## src/hw/rtl/wto_pkg.sv

```systemverilog
// ----------------------------------------------------------------------------
// wto_pkg
// shared types and constants of the wavetable oscillator with effects
// ----------------------------------------------------------------------------
package wto_pkg;

    localparam int INC_W     = 26;   // phase increment register
    localparam int CFG_W     = 26;   // configuration data, widest register
    localparam int PF_W      = 32;   // pitch factor, Q2.30
    localparam int FADE_W    = 25;   // fade level, Q1.24
    localparam int SAMPLE_W  = 16;   // Q1.15 sample
    localparam int POS_W     = 10;   // reported table position
    localparam int GAIN_W    = 16;   // output gain, Q1.15
    localparam int MUL_W     = 33;   // shared multiplier operand, signed
    localparam int PROD_W    = 65;   // shared multiplier product, signed

    localparam logic [PF_W-1:0]   PF_ONE    = 32'd1073741824;
    localparam logic [PF_W-1:0]   PF_DROP   = 32'd1073634450;   // 0.9999
    localparam logic [PF_W-1:0]   PF_SLIDE  = 32'd1073795511;   // 1.00005
    localparam logic [FADE_W-1:0] FADE_ONE  = 25'd16777216;
    localparam logic [FADE_W-1:0] FADE_STEP = 25'd1678;         // 0.0001
    localparam logic [GAIN_W-1:0] GAIN_FULL = 16'd32768;
    localparam logic [31:0]       HASH_MUL0 = 32'd2654435761;
    localparam logic [31:0]       HASH_MUL1 = 32'h2C1B3C6D;

    typedef enum logic [1:0] {
        CFG_INCREMENT = 2'd0,
        CFG_WAVE      = 2'd1,
        CFG_EFFECT    = 2'd2,
        CFG_GAIN      = 2'd3
    } t_cfg_index;

    typedef enum logic [1:0] {
        WAVE_TRI    = 2'd0,
        WAVE_SQUARE = 2'd1,
        WAVE_SAW    = 2'd2,
        WAVE_NOISE  = 2'd3
    } t_wave;

    typedef enum logic [2:0] {
        EFF_NONE     = 3'd0,
        EFF_DROP     = 3'd1,
        EFF_SLIDE    = 3'd2,
        EFF_FADE_IN  = 3'd3,
        EFF_FADE_OUT = 3'd4
    } t_effect;

    typedef enum logic [3:0] {
        S_IDLE,
        S_PSTEP,
        S_PFACT,
        S_PUPD,
        S_ACC,
        S_WAVE,
        S_HASH2,
        S_HASH3,
        S_FADE,
        S_FADEQ,
        S_GAIN,
        S_GAINQ
    } t_state;

endpackage

```

## src/hw/rtl/wto_wave.sv

```systemverilog
// ----------------------------------------------------------------------------
// wto_wave
// triangle, square and sawtooth shapes from the integer table index
// ----------------------------------------------------------------------------
module wto_wave
    import wto_pkg::*;
#(
    parameter int TABLE_BITS = 10
) (
    input  t_wave                       i_wave,
    input  logic [TABLE_BITS-1:0]       i_index,
    output logic signed [SAMPLE_W-1:0]  o_sample
);

    logic [17:0]         w_quad;     // 4x in Q.15
    logic signed [18:0]  w_quad_s;
    logic signed [18:0]  w_tri;
    logic [1:0]          w_seg;
    logic [15:0]         w_saw;

    assign w_quad   = 18'(i_index) << (17 - TABLE_BITS);
    assign w_quad_s = signed'({1'b0, w_quad});
    assign w_seg    = i_index[TABLE_BITS-1 -: 2];
    assign w_saw    = 16'(i_index) << (16 - TABLE_BITS);

    always_comb begin
        unique case (w_seg)
            2'b00:         w_tri = w_quad_s;
            2'b01, 2'b10:  w_tri = 19'sd65536 - w_quad_s;
            default:       w_tri = w_quad_s - 19'sd131072;
        endcase
    end

    always_comb begin
        unique case (i_wave)
            WAVE_TRI: begin
                // peak of +1.0 saturates
                if (w_tri > 19'sd32767) o_sample = 16'sh7FFF;
                else                    o_sample = w_tri[15:0];
            end
            WAVE_SQUARE: o_sample = i_index[TABLE_BITS-1] ? 16'sh8000 : 16'sh7FFF;
            WAVE_SAW:    o_sample = {~w_saw[15], w_saw[14:0]};
            WAVE_NOISE:  o_sample = '0;
        endcase
    end

endmodule

```

## src/hw/rtl/wavetable_oscillator_with_effects.sv

```systemverilog
// ----------------------------------------------------------------------------
// wavetable_oscillator_with_effects
// dds wavetable oscillator with pitch drop/slide and fade in/out effects
// ----------------------------------------------------------------------------
//
//  channel | direction | handshake                 | payload
//  --------+-----------+---------------------------+----------------------------------
//  in      | input     | i_in_valid / o_in_ready   | i_advance
//  out     | output    | o_out_valid / i_out_ready | o_audio_out, o_table_position
//  cfg     | input     | i_cfg_we (no wait)        | i_cfg_index, i_cfg_data
//
//  a tick request holds ready low through pitch (drop or slide), phase, wave, hash (noise),
//  fade (fade in or out) and gain steps; each multiply on the shared 33x33 unit is one step
//  a request with advance low is taken and dropped with no result
//  a finished sample waits in the output register; the next request computes
//  meanwhile and stalls in its last step only while that register is still full
//  synchronous active-low reset clears config, phase and fade level and sets the pitch factor to one
//
module wavetable_oscillator_with_effects
    import wto_pkg::*;
#(
    parameter int TABLE_BITS      = 10,
    parameter int PHASE_FRAC_BITS = 16
) (
    input  logic                        i_clk,
    input  logic                        i_rst_n,

    input  logic                        i_in_valid,
    output logic                        o_in_ready,
    input  logic                        i_advance,

    output logic                        o_out_valid,
    input  logic                        i_out_ready,
    output logic signed [SAMPLE_W-1:0]  o_audio_out,
    output logic [POS_W-1:0]            o_table_position,

    input  logic                        i_cfg_we,
    input  logic [1:0]                  i_cfg_index,
    input  logic [CFG_W-1:0]            i_cfg_data
);

    localparam int ACC_W = TABLE_BITS + PHASE_FRAC_BITS;
    localparam int SUM_W = ((ACC_W > INC_W) ? ACC_W : INC_W) + 1;

    // state and configuration
    t_state                       r_state, n_state;
    logic [INC_W-1:0]             r_inc;
    t_wave                        r_wave;
    t_effect                      r_effect;
    logic [GAIN_W-1:0]            r_gain;
    logic [ACC_W-1:0]             r_phase;
    logic [PF_W-1:0]              r_pf;
    logic [FADE_W-1:0]            r_fade;
    logic                         r_out_valid;

    // datapath
    logic [INC_W-1:0]             r_step;
    logic signed [PROD_W-1:0]     r_prod;
    logic signed [SAMPLE_W-1:0]   r_samp;
    logic signed [SAMPLE_W-1:0]   r_audio;
    logic [POS_W-1:0]             r_pos;

    // shared multiplier
    logic signed [MUL_W-1:0]      w_mul_a, w_mul_b;
    logic signed [PROD_W-1:0]     w_mul;
    logic                         w_mul_en;

    logic                         w_accept;
    logic                         w_pitch_fx;
    logic                         w_fade_fx;
    logic [TABLE_BITS-1:0]        w_idx;
    logic signed [SAMPLE_W-1:0]   w_shape;
    logic [INC_W-1:0]             w_step_sat;
    logic [PF_W-1:0]              w_pf_sat;
    logic [31:0]                  w_h1, w_h2;
    logic signed [PROD_W-1:0]     w_fade_sum, w_gain_sum;
    logic [GAIN_W-1:0]            w_gain;
    logic [FADE_W:0]              w_fade_up;
    logic [FADE_W-1:0]            w_fade_next;
    logic [SUM_W-1:0]             w_phase_sum;
    logic [2:0]                   w_cfg_eff;
    t_effect                      w_cfg_effect;

    assign o_in_ready  = (r_state == S_IDLE);
    assign w_accept    = i_in_valid && o_in_ready;
    assign w_pitch_fx  = (r_effect == EFF_DROP) || (r_effect == EFF_SLIDE);
    assign w_fade_fx   = (r_effect == EFF_FADE_IN) || (r_effect == EFF_FADE_OUT);
    assign w_idx       = r_phase[ACC_W-1 -: TABLE_BITS];
    assign w_gain      = (r_gain > GAIN_FULL) ? GAIN_FULL : r_gain;

    // waveform shapes other than noise
    wto_wave #(
        .TABLE_BITS (TABLE_BITS)
    ) u_wave (
        .i_wave   (r_wave),
        .i_index  (w_idx),
        .o_sample (w_shape)
    );

    // product post-processing: shifts with saturation
    assign w_step_sat = (|r_prod[64:56]) ? '1 : r_prod[55:30];
    assign w_pf_sat   = (|r_prod[64:62]) ? '1 : r_prod[61:30];
    // noise hash rounds
    assign w_h1       = r_prod[31:0] ^ (r_prod[31:0] >> 15);
    assign w_h2       = r_prod[31:0] ^ (r_prod[31:0] >> 12);
    // divide by a power of two, truncating toward zero
    assign w_fade_sum = r_prod + (r_prod[PROD_W-1] ? 65'sd16777215 : 65'sd0);
    assign w_gain_sum = r_prod + (r_prod[PROD_W-1] ? 65'sd32767 : 65'sd0);

    // fade level step, clamped to 0..1
    assign w_fade_up = 26'(r_fade) + 26'(FADE_STEP);
    always_comb begin
        if (r_effect == EFF_FADE_IN) begin
            w_fade_next = (w_fade_up > 26'(FADE_ONE)) ? FADE_ONE : w_fade_up[FADE_W-1:0];
        end else begin
            w_fade_next = (r_fade < FADE_STEP) ? '0 : r_fade - FADE_STEP;
        end
    end

    // phase wraps by masking to the accumulator width
    assign w_phase_sum = SUM_W'(r_phase) + SUM_W'(r_step);

    assign w_mul = PROD_W'(w_mul_a) * PROD_W'(w_mul_b);

    // config effect codes above fade out act as none
    assign w_cfg_eff    = i_cfg_data[2:0];
    assign w_cfg_effect = (w_cfg_eff > 3'(EFF_FADE_OUT)) ? EFF_NONE : t_effect'(w_cfg_eff);

    // sequencer: next state and multiplier operands
    always_comb begin
        n_state  = r_state;
        w_mul_a  = '0;
        w_mul_b  = '0;
        w_mul_en = 1'b0;
        unique case (r_state)
            S_IDLE: begin
                if (w_accept && i_advance) begin
                    n_state = w_pitch_fx ? S_PSTEP : S_ACC;
                end
            end
            S_PSTEP: begin
                // effective step = increment * pitch factor
                w_mul_a  = signed'({7'b0, r_inc});
                w_mul_b  = signed'({1'b0, r_pf});
                w_mul_en = 1'b1;
                n_state  = S_PFACT;
            end
            S_PFACT: begin
                // pitch factor times drop or slide constant
                w_mul_a  = signed'({1'b0, r_pf});
                w_mul_b  = signed'({1'b0, (r_effect == EFF_DROP) ? PF_DROP : PF_SLIDE});
                w_mul_en = 1'b1;
                n_state  = S_PUPD;
            end
            S_PUPD:  n_state = S_ACC;
            S_ACC:   n_state = S_WAVE;
            S_WAVE: begin
                if (r_wave == WAVE_NOISE) begin
                    w_mul_a  = signed'(33'(w_idx));
                    w_mul_b  = signed'({1'b0, HASH_MUL0});
                    w_mul_en = 1'b1;
                    n_state  = S_HASH2;
                end else begin
                    n_state  = w_fade_fx ? S_FADE : S_GAIN;
                end
            end
            S_HASH2: begin
                w_mul_a  = signed'({1'b0, w_h1});
                w_mul_b  = signed'({1'b0, HASH_MUL1});
                w_mul_en = 1'b1;
                n_state  = S_HASH3;
            end
            S_HASH3: n_state = w_fade_fx ? S_FADE : S_GAIN;
            S_FADE: begin
                w_mul_a  = MUL_W'(r_samp);
                w_mul_b  = signed'({8'b0, r_fade});
                w_mul_en = 1'b1;
                n_state  = S_FADEQ;
            end
            S_FADEQ: n_state = S_GAIN;
            S_GAIN: begin
                w_mul_a  = MUL_W'(r_samp);
                w_mul_b  = signed'({17'b0, w_gain});
                w_mul_en = 1'b1;
                n_state  = S_GAINQ;
            end
            S_GAINQ: begin
                // hold until the output register is free
                if (!r_out_valid || i_out_ready) n_state = S_IDLE;
            end
            default: n_state = S_IDLE;
        endcase
    end

    always_ff @(posedge i_clk) begin
        if (!i_rst_n) begin
            r_state <= S_IDLE;
        end else begin
            r_state <= n_state;
        end
    end

    // control state, configuration and effect state
    always_ff @(posedge i_clk) begin
        if (!i_rst_n) begin
            r_inc       <= '0;
            r_wave      <= WAVE_TRI;
            r_effect    <= EFF_NONE;
            r_gain      <= '0;
            r_phase     <= '0;
            r_pf        <= PF_ONE;
            r_fade      <= '0;
            r_out_valid <= 1'b0;
        end else begin
            if (r_state == S_PUPD)  r_pf    <= w_pf_sat;
            if (r_state == S_ACC)   r_phase <= w_phase_sum[ACC_W-1:0];
            if (r_state == S_FADE)  r_fade  <= w_fade_next;

            if (r_state == S_GAINQ && (!r_out_valid || i_out_ready)) begin
                r_out_valid <= 1'b1;
            end else if (i_out_ready) begin
                r_out_valid <= 1'b0;
            end

            // writes must arrive only while idle; the block itself does not enforce this
            if (i_cfg_we) begin
                unique case (t_cfg_index'(i_cfg_index))
                    CFG_INCREMENT: begin
                        r_inc   <= i_cfg_data[INC_W-1:0];
                        r_phase <= '0;
                    end
                    CFG_WAVE:   r_wave <= t_wave'(i_cfg_data[1:0]);
                    CFG_EFFECT: begin
                        r_effect <= w_cfg_effect;
                        r_pf     <= PF_ONE;
                        r_fade   <= (w_cfg_effect == EFF_FADE_OUT) ? FADE_ONE : '0;
                    end
                    CFG_GAIN:   r_gain <= i_cfg_data[GAIN_W-1:0];
                endcase
            end
        end
    end

    // datapath registers
    always_ff @(posedge i_clk) begin
        if (w_mul_en) r_prod <= w_mul;
        if (w_accept) r_step <= r_inc;
        unique case (r_state)
            S_PFACT: r_step <= w_step_sat;
            S_WAVE:  r_samp <= w_shape;
            S_HASH3: r_samp <= {~w_h2[31], w_h2[30:16]};
            S_FADEQ: r_samp <= w_fade_sum[39:24];
            default: ;
        endcase
        if (r_state == S_GAINQ && (!r_out_valid || i_out_ready)) begin
            // gain never exceeds one, so the quotient stays in range
            r_audio <= w_gain_sum[30:15];
            r_pos   <= POS_W'(w_idx);
        end
    end

    assign o_out_valid      = r_out_valid;
    assign o_audio_out      = r_audio;
    assign o_table_position = r_pos;

`ifndef SYNTHESIS
    a_busy_after_tick: assert property (@(posedge i_clk) disable iff (!i_rst_n)
        (w_accept && i_advance) |=> !o_in_ready)
        else $error("ready stayed high after a tick request");

    a_fade_bounded: assert property (@(posedge i_clk) disable iff (!i_rst_n)
        r_fade <= FADE_ONE)
        else $error("fade level above one");

    a_pitch_only_with_effect: assert property (@(posedge i_clk) disable iff (!i_rst_n)
        (r_state == S_PUPD) |-> (r_effect == EFF_DROP || r_effect == EFF_SLIDE))
        else $error("pitch factor updated without a pitch effect");

    a_out_from_last_step: assert property (@(posedge i_clk) disable iff (!i_rst_n)
        $rose(r_out_valid) |-> $past(r_state) == S_GAINQ)
        else $error("output valid raised outside the final step");

    a_idle_phase_holds: assert property (@(posedge i_clk) disable iff (!i_rst_n)
        (r_state == S_IDLE && !i_cfg_we) |=> $stable(r_phase))
        else $error("phase moved while idle");
`endif

endmodule

```

## config.mk

```make
export PLATFORM = sky130hd
export DESIGN_NAME = wavetable_oscillator_with_effects
export DESIGN_NICKNAME = d
export VERILOG_FILES = /design/src/hw/rtl/wto_pkg.sv /design/src/hw/rtl/wto_wave.sv /design/src/hw/rtl/wavetable_oscillator_with_effects.sv
export SDC_FILE = /design/constraint.sdc
export NUM_CORES = 2
export LEC_CHECK = 0
export BUFFER_PORTS_ARGS = -buffer_cell sky130_fd_sc_hd__buf_4
export CORE_MARGIN = 3
export CORE_UTILIZATION = 30
export CTS_CLUSTER_SIZE = 16
export DETAILED_ROUTE_END_ITERATION = 7
export GPL_ROUTABILITY_DRIVEN = 0
export PLACE_DENSITY_LB_ADDON = 0.25
export SLEW_MARGIN = 20
export SYNTH_ARGS = -nofsm -noshare
export SYNTH_HDL_FRONTEND = slang
export SYNTH_HIERARCHICAL = 1
export SYNTH_SLANG_ARGS = --single-unit
```

## constraint.sdc

```tcl
create_clock -name i_clk -period 12.9 [get_ports i_clk]
set_input_delay 2.58 -clock i_clk [delete_from_list [all_inputs] [get_ports i_clk]]
set_output_delay 2.58 -clock i_clk [all_outputs]
set_load 0.005 [all_outputs]
```

==> flow_metrics.env <==
export IMPL_outcome="finished, final reports clean"
export IMPL_clkLatencyLatePin_ps=630
export IMPL_max_freq_mhz=88.8
export IMPL_design_final_nets=7002
export IMPL_post_cts_resized=0
export IMPL_p_per_area_nw_per_um2=77.9
export IMPL_clkSinkCount=268
export IMPL_timing_final_max_slew_violations=0
export IMPL_nFillCells=17400
export IMPL_synth_xor_area_share_pct=2.70
export IMPL_routed_wl_met2_um=86700
export IMPL_grt_setup_unrepaired="false"
export IMPL_critical_path_top_cell_by_count="sky130_fd_sc_hd__fa_1"
export IMPL_drt_total_wl_um=184000
export IMPL_ys_ff_latch=268
export IMPL_min_path_cells=2
export IMPL_cts_tree="done"
export IMPL_numCtsBuffers=31
export IMPL_synth_adder_area_share_pct=49.1
export IMPL_chipHeight_um=419
export IMPL_first_pass_grt_wire_length_um=276000
export IMPL_design_power_total_mw=4.34
export IMPL_grt_total_usage_pct=21.1
export IMPL_num_io_pins=62
export IMPL_synth_yosys_warnings=6
export IMPL_number_of_optimization_iterations_in_the_first_detailed_route_pass=6
export IMPL_multiInputGateArea_sq_um=39400
export IMPL_timing_setup_critical_path_class="flip-flop to flip-flop"
export IMPL_worst_ep_arrival_time_ps=11620
export IMPL_layout_worst_path_cycle_share_pct=87.3
export IMPL_postCtsSetupRepairBufs=0
export IMPL_postRouteAntennaNets=0
export IMPL_most_common_cell_after_layout_fill_and_taps_aside="sky130_fd_sc_hd__inv_1"
export IMPL_synth_simple_gate_area_share_pct=14.6
export IMPL_timing_max_cap_violations=0
export IMPL_asyncSetResetFlopFracSynth_pct=0
export IMPL_vias=40500
export IMPL_clock_skew_ps=36.0
export IMPL_cpPeakStageDelay_ps=770
export IMPL_number_of_antenna_violations_at_the_first_check_in_global_routing=10
export IMPL_count_of_final_setup_violators=0
export IMPL_synth_area_leaders="sky130_fd_sc_hd__fa_1, sky130_fd_sc_hd__inv_1, sky130_fd_sc_hd__edfxtp_1"
export IMPL_die_wd_um=419
export IMPL_timing_critical_path_from_type="flip-flop"
export IMPL_p_leak_nw=25.8
export IMPL_worst_hold_startpoint="r_phase[11]"
export IMPL_relSlewSlack_pct=16.2
export IMPL_cp_end_kind="flip-flop"
export IMPL_muxShareOfSynthArea_pct=0.269
export IMPL_cts_hold_buf=0
export IMPL_cts_root_buffer="sky130_fd_sc_hd__clkbuf_16"
export IMPL_critical_register_to_register_path_endpoint="r_prod[60]"
export IMPL_synthDominantAreaCellType="sky130_fd_sc_hd__fa_1"
export IMPL_met3_length_um=12600
export IMPL_total_core_area_sq_um=168000
export IMPL_remaining_design_rule_violation_count=0
export IMPL_grt_pass1_vias=42300
export IMPL_area_growth_synth_to_final_pct=8.79
export IMPL_first_iter_violations=3719
export IMPL_timing_critical_path_slowest_stage_cell="sky130_fd_sc_hd__a211oi_2"
export IMPL_cts_htree_levels=1
export IMPL_leading_cell_types_in_the_layout_fill_and_taps_excluded="sky130_fd_sc_hd__inv_1, sky130_fd_sc_hd__fa_1, sky130_fd_sc_hd__nand2_1"
export IMPL_worst_ep_required_time_ps=13250
export IMPL_avgViaCountPerCell=5.16
export IMPL_regToRegSetupSlack_ps=1640
export IMPL_synth_top_area_share_pct=43.2
export IMPL_r2r_cells=32
export IMPL_fp_dieArea_sq_um=176000
export IMPL_wl_per_cell_um=23.5
export IMPL_seqCellArea_sq_um=6700
export IMPL_ys_dominant_reg_cell="sky130_fd_sc_hd__dfxtp_1"
export IMPL_post_synth_num_cell_types=95
export IMPL_route_layer_met1_wl_um=75100
export IMPL_syn_cell_area_sq_um=51200
export IMPL_period_minus_slack_ps=11260
export IMPL_dominant_combinational_cell_family_by_area_after_synthesis="adder cells"
export IMPL_grt_overflow_total=0
export IMPL_worstMarginPinSlew_ps=1260
export IMPL_clock_slew_at_the_register_clock_pins_of_the_worst_setup_and_hold_paths_ps=60
export IMPL_row_count=150
export IMPL_critical_path_peak_fanout=13
export IMPL_r2r_start="r_state[1]"
export IMPL_floorplan_initialDensity_pct=30.4
export IMPL_io_buffer_count=61
export IMPL_worstHoldPathType="flip-flop to flip-flop"
export IMPL_worst_setup_path_startpoint="r_state[1]"
export IMPL_final_hold_viol_count=0
export IMPL_whs_endpoint="r_phase[11]"
export IMPL_setup_tns_final_ps=0
export IMPL_synth_enable_flop_cells=133
export IMPL_top_layer="met5"
export IMPL_cts_root_to_sink_buffers=3
export IMPL_drive_above_1_share_pct=6.75
export IMPL_sequential_fraction_of_the_synthesis_area_pct=13.1
export IMPL_synth_area_per_cell_sq_um=8.97
export IMPL_synth_compound_area_share_pct=9.50
export IMPL_syn_instance_count=5705
export IMPL_hpwlAfterDp_um=147000
export IMPL_max_vdd_ir_drop_uv=113
export IMPL_largest_net_degree_at_the_start_of_global_routing=53
## worst max-delay path by stage
stage	endpoint	slack (ps)
6_report	r_prod[60]	1640
5_1_grt	r_prod[64]	1260
4_1_cts	r_prod[64]	1760
3_5_place_dp	r_prod[64]	1790
3_3_place_gp	r_prod[52]	1890
2_1_floorplan	r_prod[64]	3640
## layer usage
layer / vias to the layer above / track usage [%]
met5: - / 0
met4: 2 / 8.79
met3: 391 / 2.52
met2: 1625 / 34.8
met1: 21000 / 27.9
li1: 17400 / -
## power by group
group / switching, mW / internal (mW) / total, mW
Sequential: 0.256 / 1.12 / 1.38
Combinational: 1.32 / 0.656 / 1.97
Clock: 0.416 / 0.566 / 0.982
Total: 1.99 / 2.34 / 4.34
## Yosys cell counts (10+ instances only)
library cell and instances:
sky130_fd_sc_hd__a211oi_1 19, sky130_fd_sc_hd__a21o_1 57, sky130_fd_sc_hd__a21oi_1 210, sky130_fd_sc_hd__a221o_1 25, sky130_fd_sc_hd__a221oi_1 36, sky130_fd_sc_hd__a22oi_1 34
sky130_fd_sc_hd__a31oi_1 29, sky130_fd_sc_hd__and2_1 17, sky130_fd_sc_hd__and3_1 15, sky130_fd_sc_hd__and4_1 24, sky130_fd_sc_hd__buf_1 23, sky130_fd_sc_hd__buf_2 15
sky130_fd_sc_hd__clkbuf_1 276, sky130_fd_sc_hd__dfxtp_1 135, sky130_fd_sc_hd__edfxtp_1 133, sky130_fd_sc_hd__fa_1 1104, sky130_fd_sc_hd__ha_1 242, sky130_fd_sc_hd__inv_1 1119
sky130_fd_sc_hd__nand2_1 788, sky130_fd_sc_hd__nand2b_1 40, sky130_fd_sc_hd__nand3_1 37, sky130_fd_sc_hd__nand4_1 47, sky130_fd_sc_hd__nor2_1 660, sky130_fd_sc_hd__nor2b_1 14
sky130_fd_sc_hd__nor3_1 47, sky130_fd_sc_hd__nor4_1 10, sky130_fd_sc_hd__o21a_1 17, sky130_fd_sc_hd__o21ai_0 115, sky130_fd_sc_hd__o21bai_1 17, sky130_fd_sc_hd__o221a_2 31
sky130_fd_sc_hd__o22a_1 27, sky130_fd_sc_hd__or2_2 16, sky130_fd_sc_hd__or3_1 10, sky130_fd_sc_hd__xnor2_1 94, sky130_fd_sc_hd__xor2_1 64
## sequential cells by signal (all words and copies together) (netlist names)
name / flops
o_audio_out: 16
o_out_valid: 1
o_table_position: 10
r_effect: 3
r_fade: 25
r_gain: 16
r_inc: 26
r_pf: 32
r_phase: 26
r_prod: 65
r_samp: 16
r_state: 4
r_step: 26
r_wave: 2
## critical path, delay by kind of cell (launching register included)
kind | cells | cell delay [ps]
adder cells (fa/ha/maj) | 9 | 4120
AO/OA/AOI/OAI | 9 | 2780
AND/OR/NAND/NOR | 7 | 2770
buffers and inverters | 6 | 600
flip-flops | 1 | 600
XOR/XNOR | 1 | 140
## cell families after synthesis
| group | after synthesis |
|---|---|
| buf+inv | 1448 |
| other cells | 2 |
| flops | 268 |
| mux | 13 |
| simple gates | 1763 |
| fa+ha+maj | 1346 |
| xor+xnor | 158 |
| compound gates | 707 |
## stage by stage
step	cell area, sq um	hold WS (ps)	instances	worst slack (ps)	utilization, %
CTS	55600	462	7850	1760	33.1
floorplan	51200	420	5721	3640	-
global route	55700	481	7851	1260	33.1
detailed placement	54500	452	7792	1790	32.4
finish	55700	459	7853	1640	33.1
global placement	54500	442	7789	1890	32.4
## cell type report
type / instances / share of cell area, %
Multi-Input combinational cell: 4005 / 70.7
Sequential cell: 268 / 12.0
Tap cell: 2204 / 4.95
Inverter: 1120 / 7.55
Clock inverter: 15 / 0.404
Timing Repair Buffer: 196 / 2.75
Antenna cell: 2 / 0.00899
Clock buffer: 43 / 1.58
(Power assumes the default switching activity.)
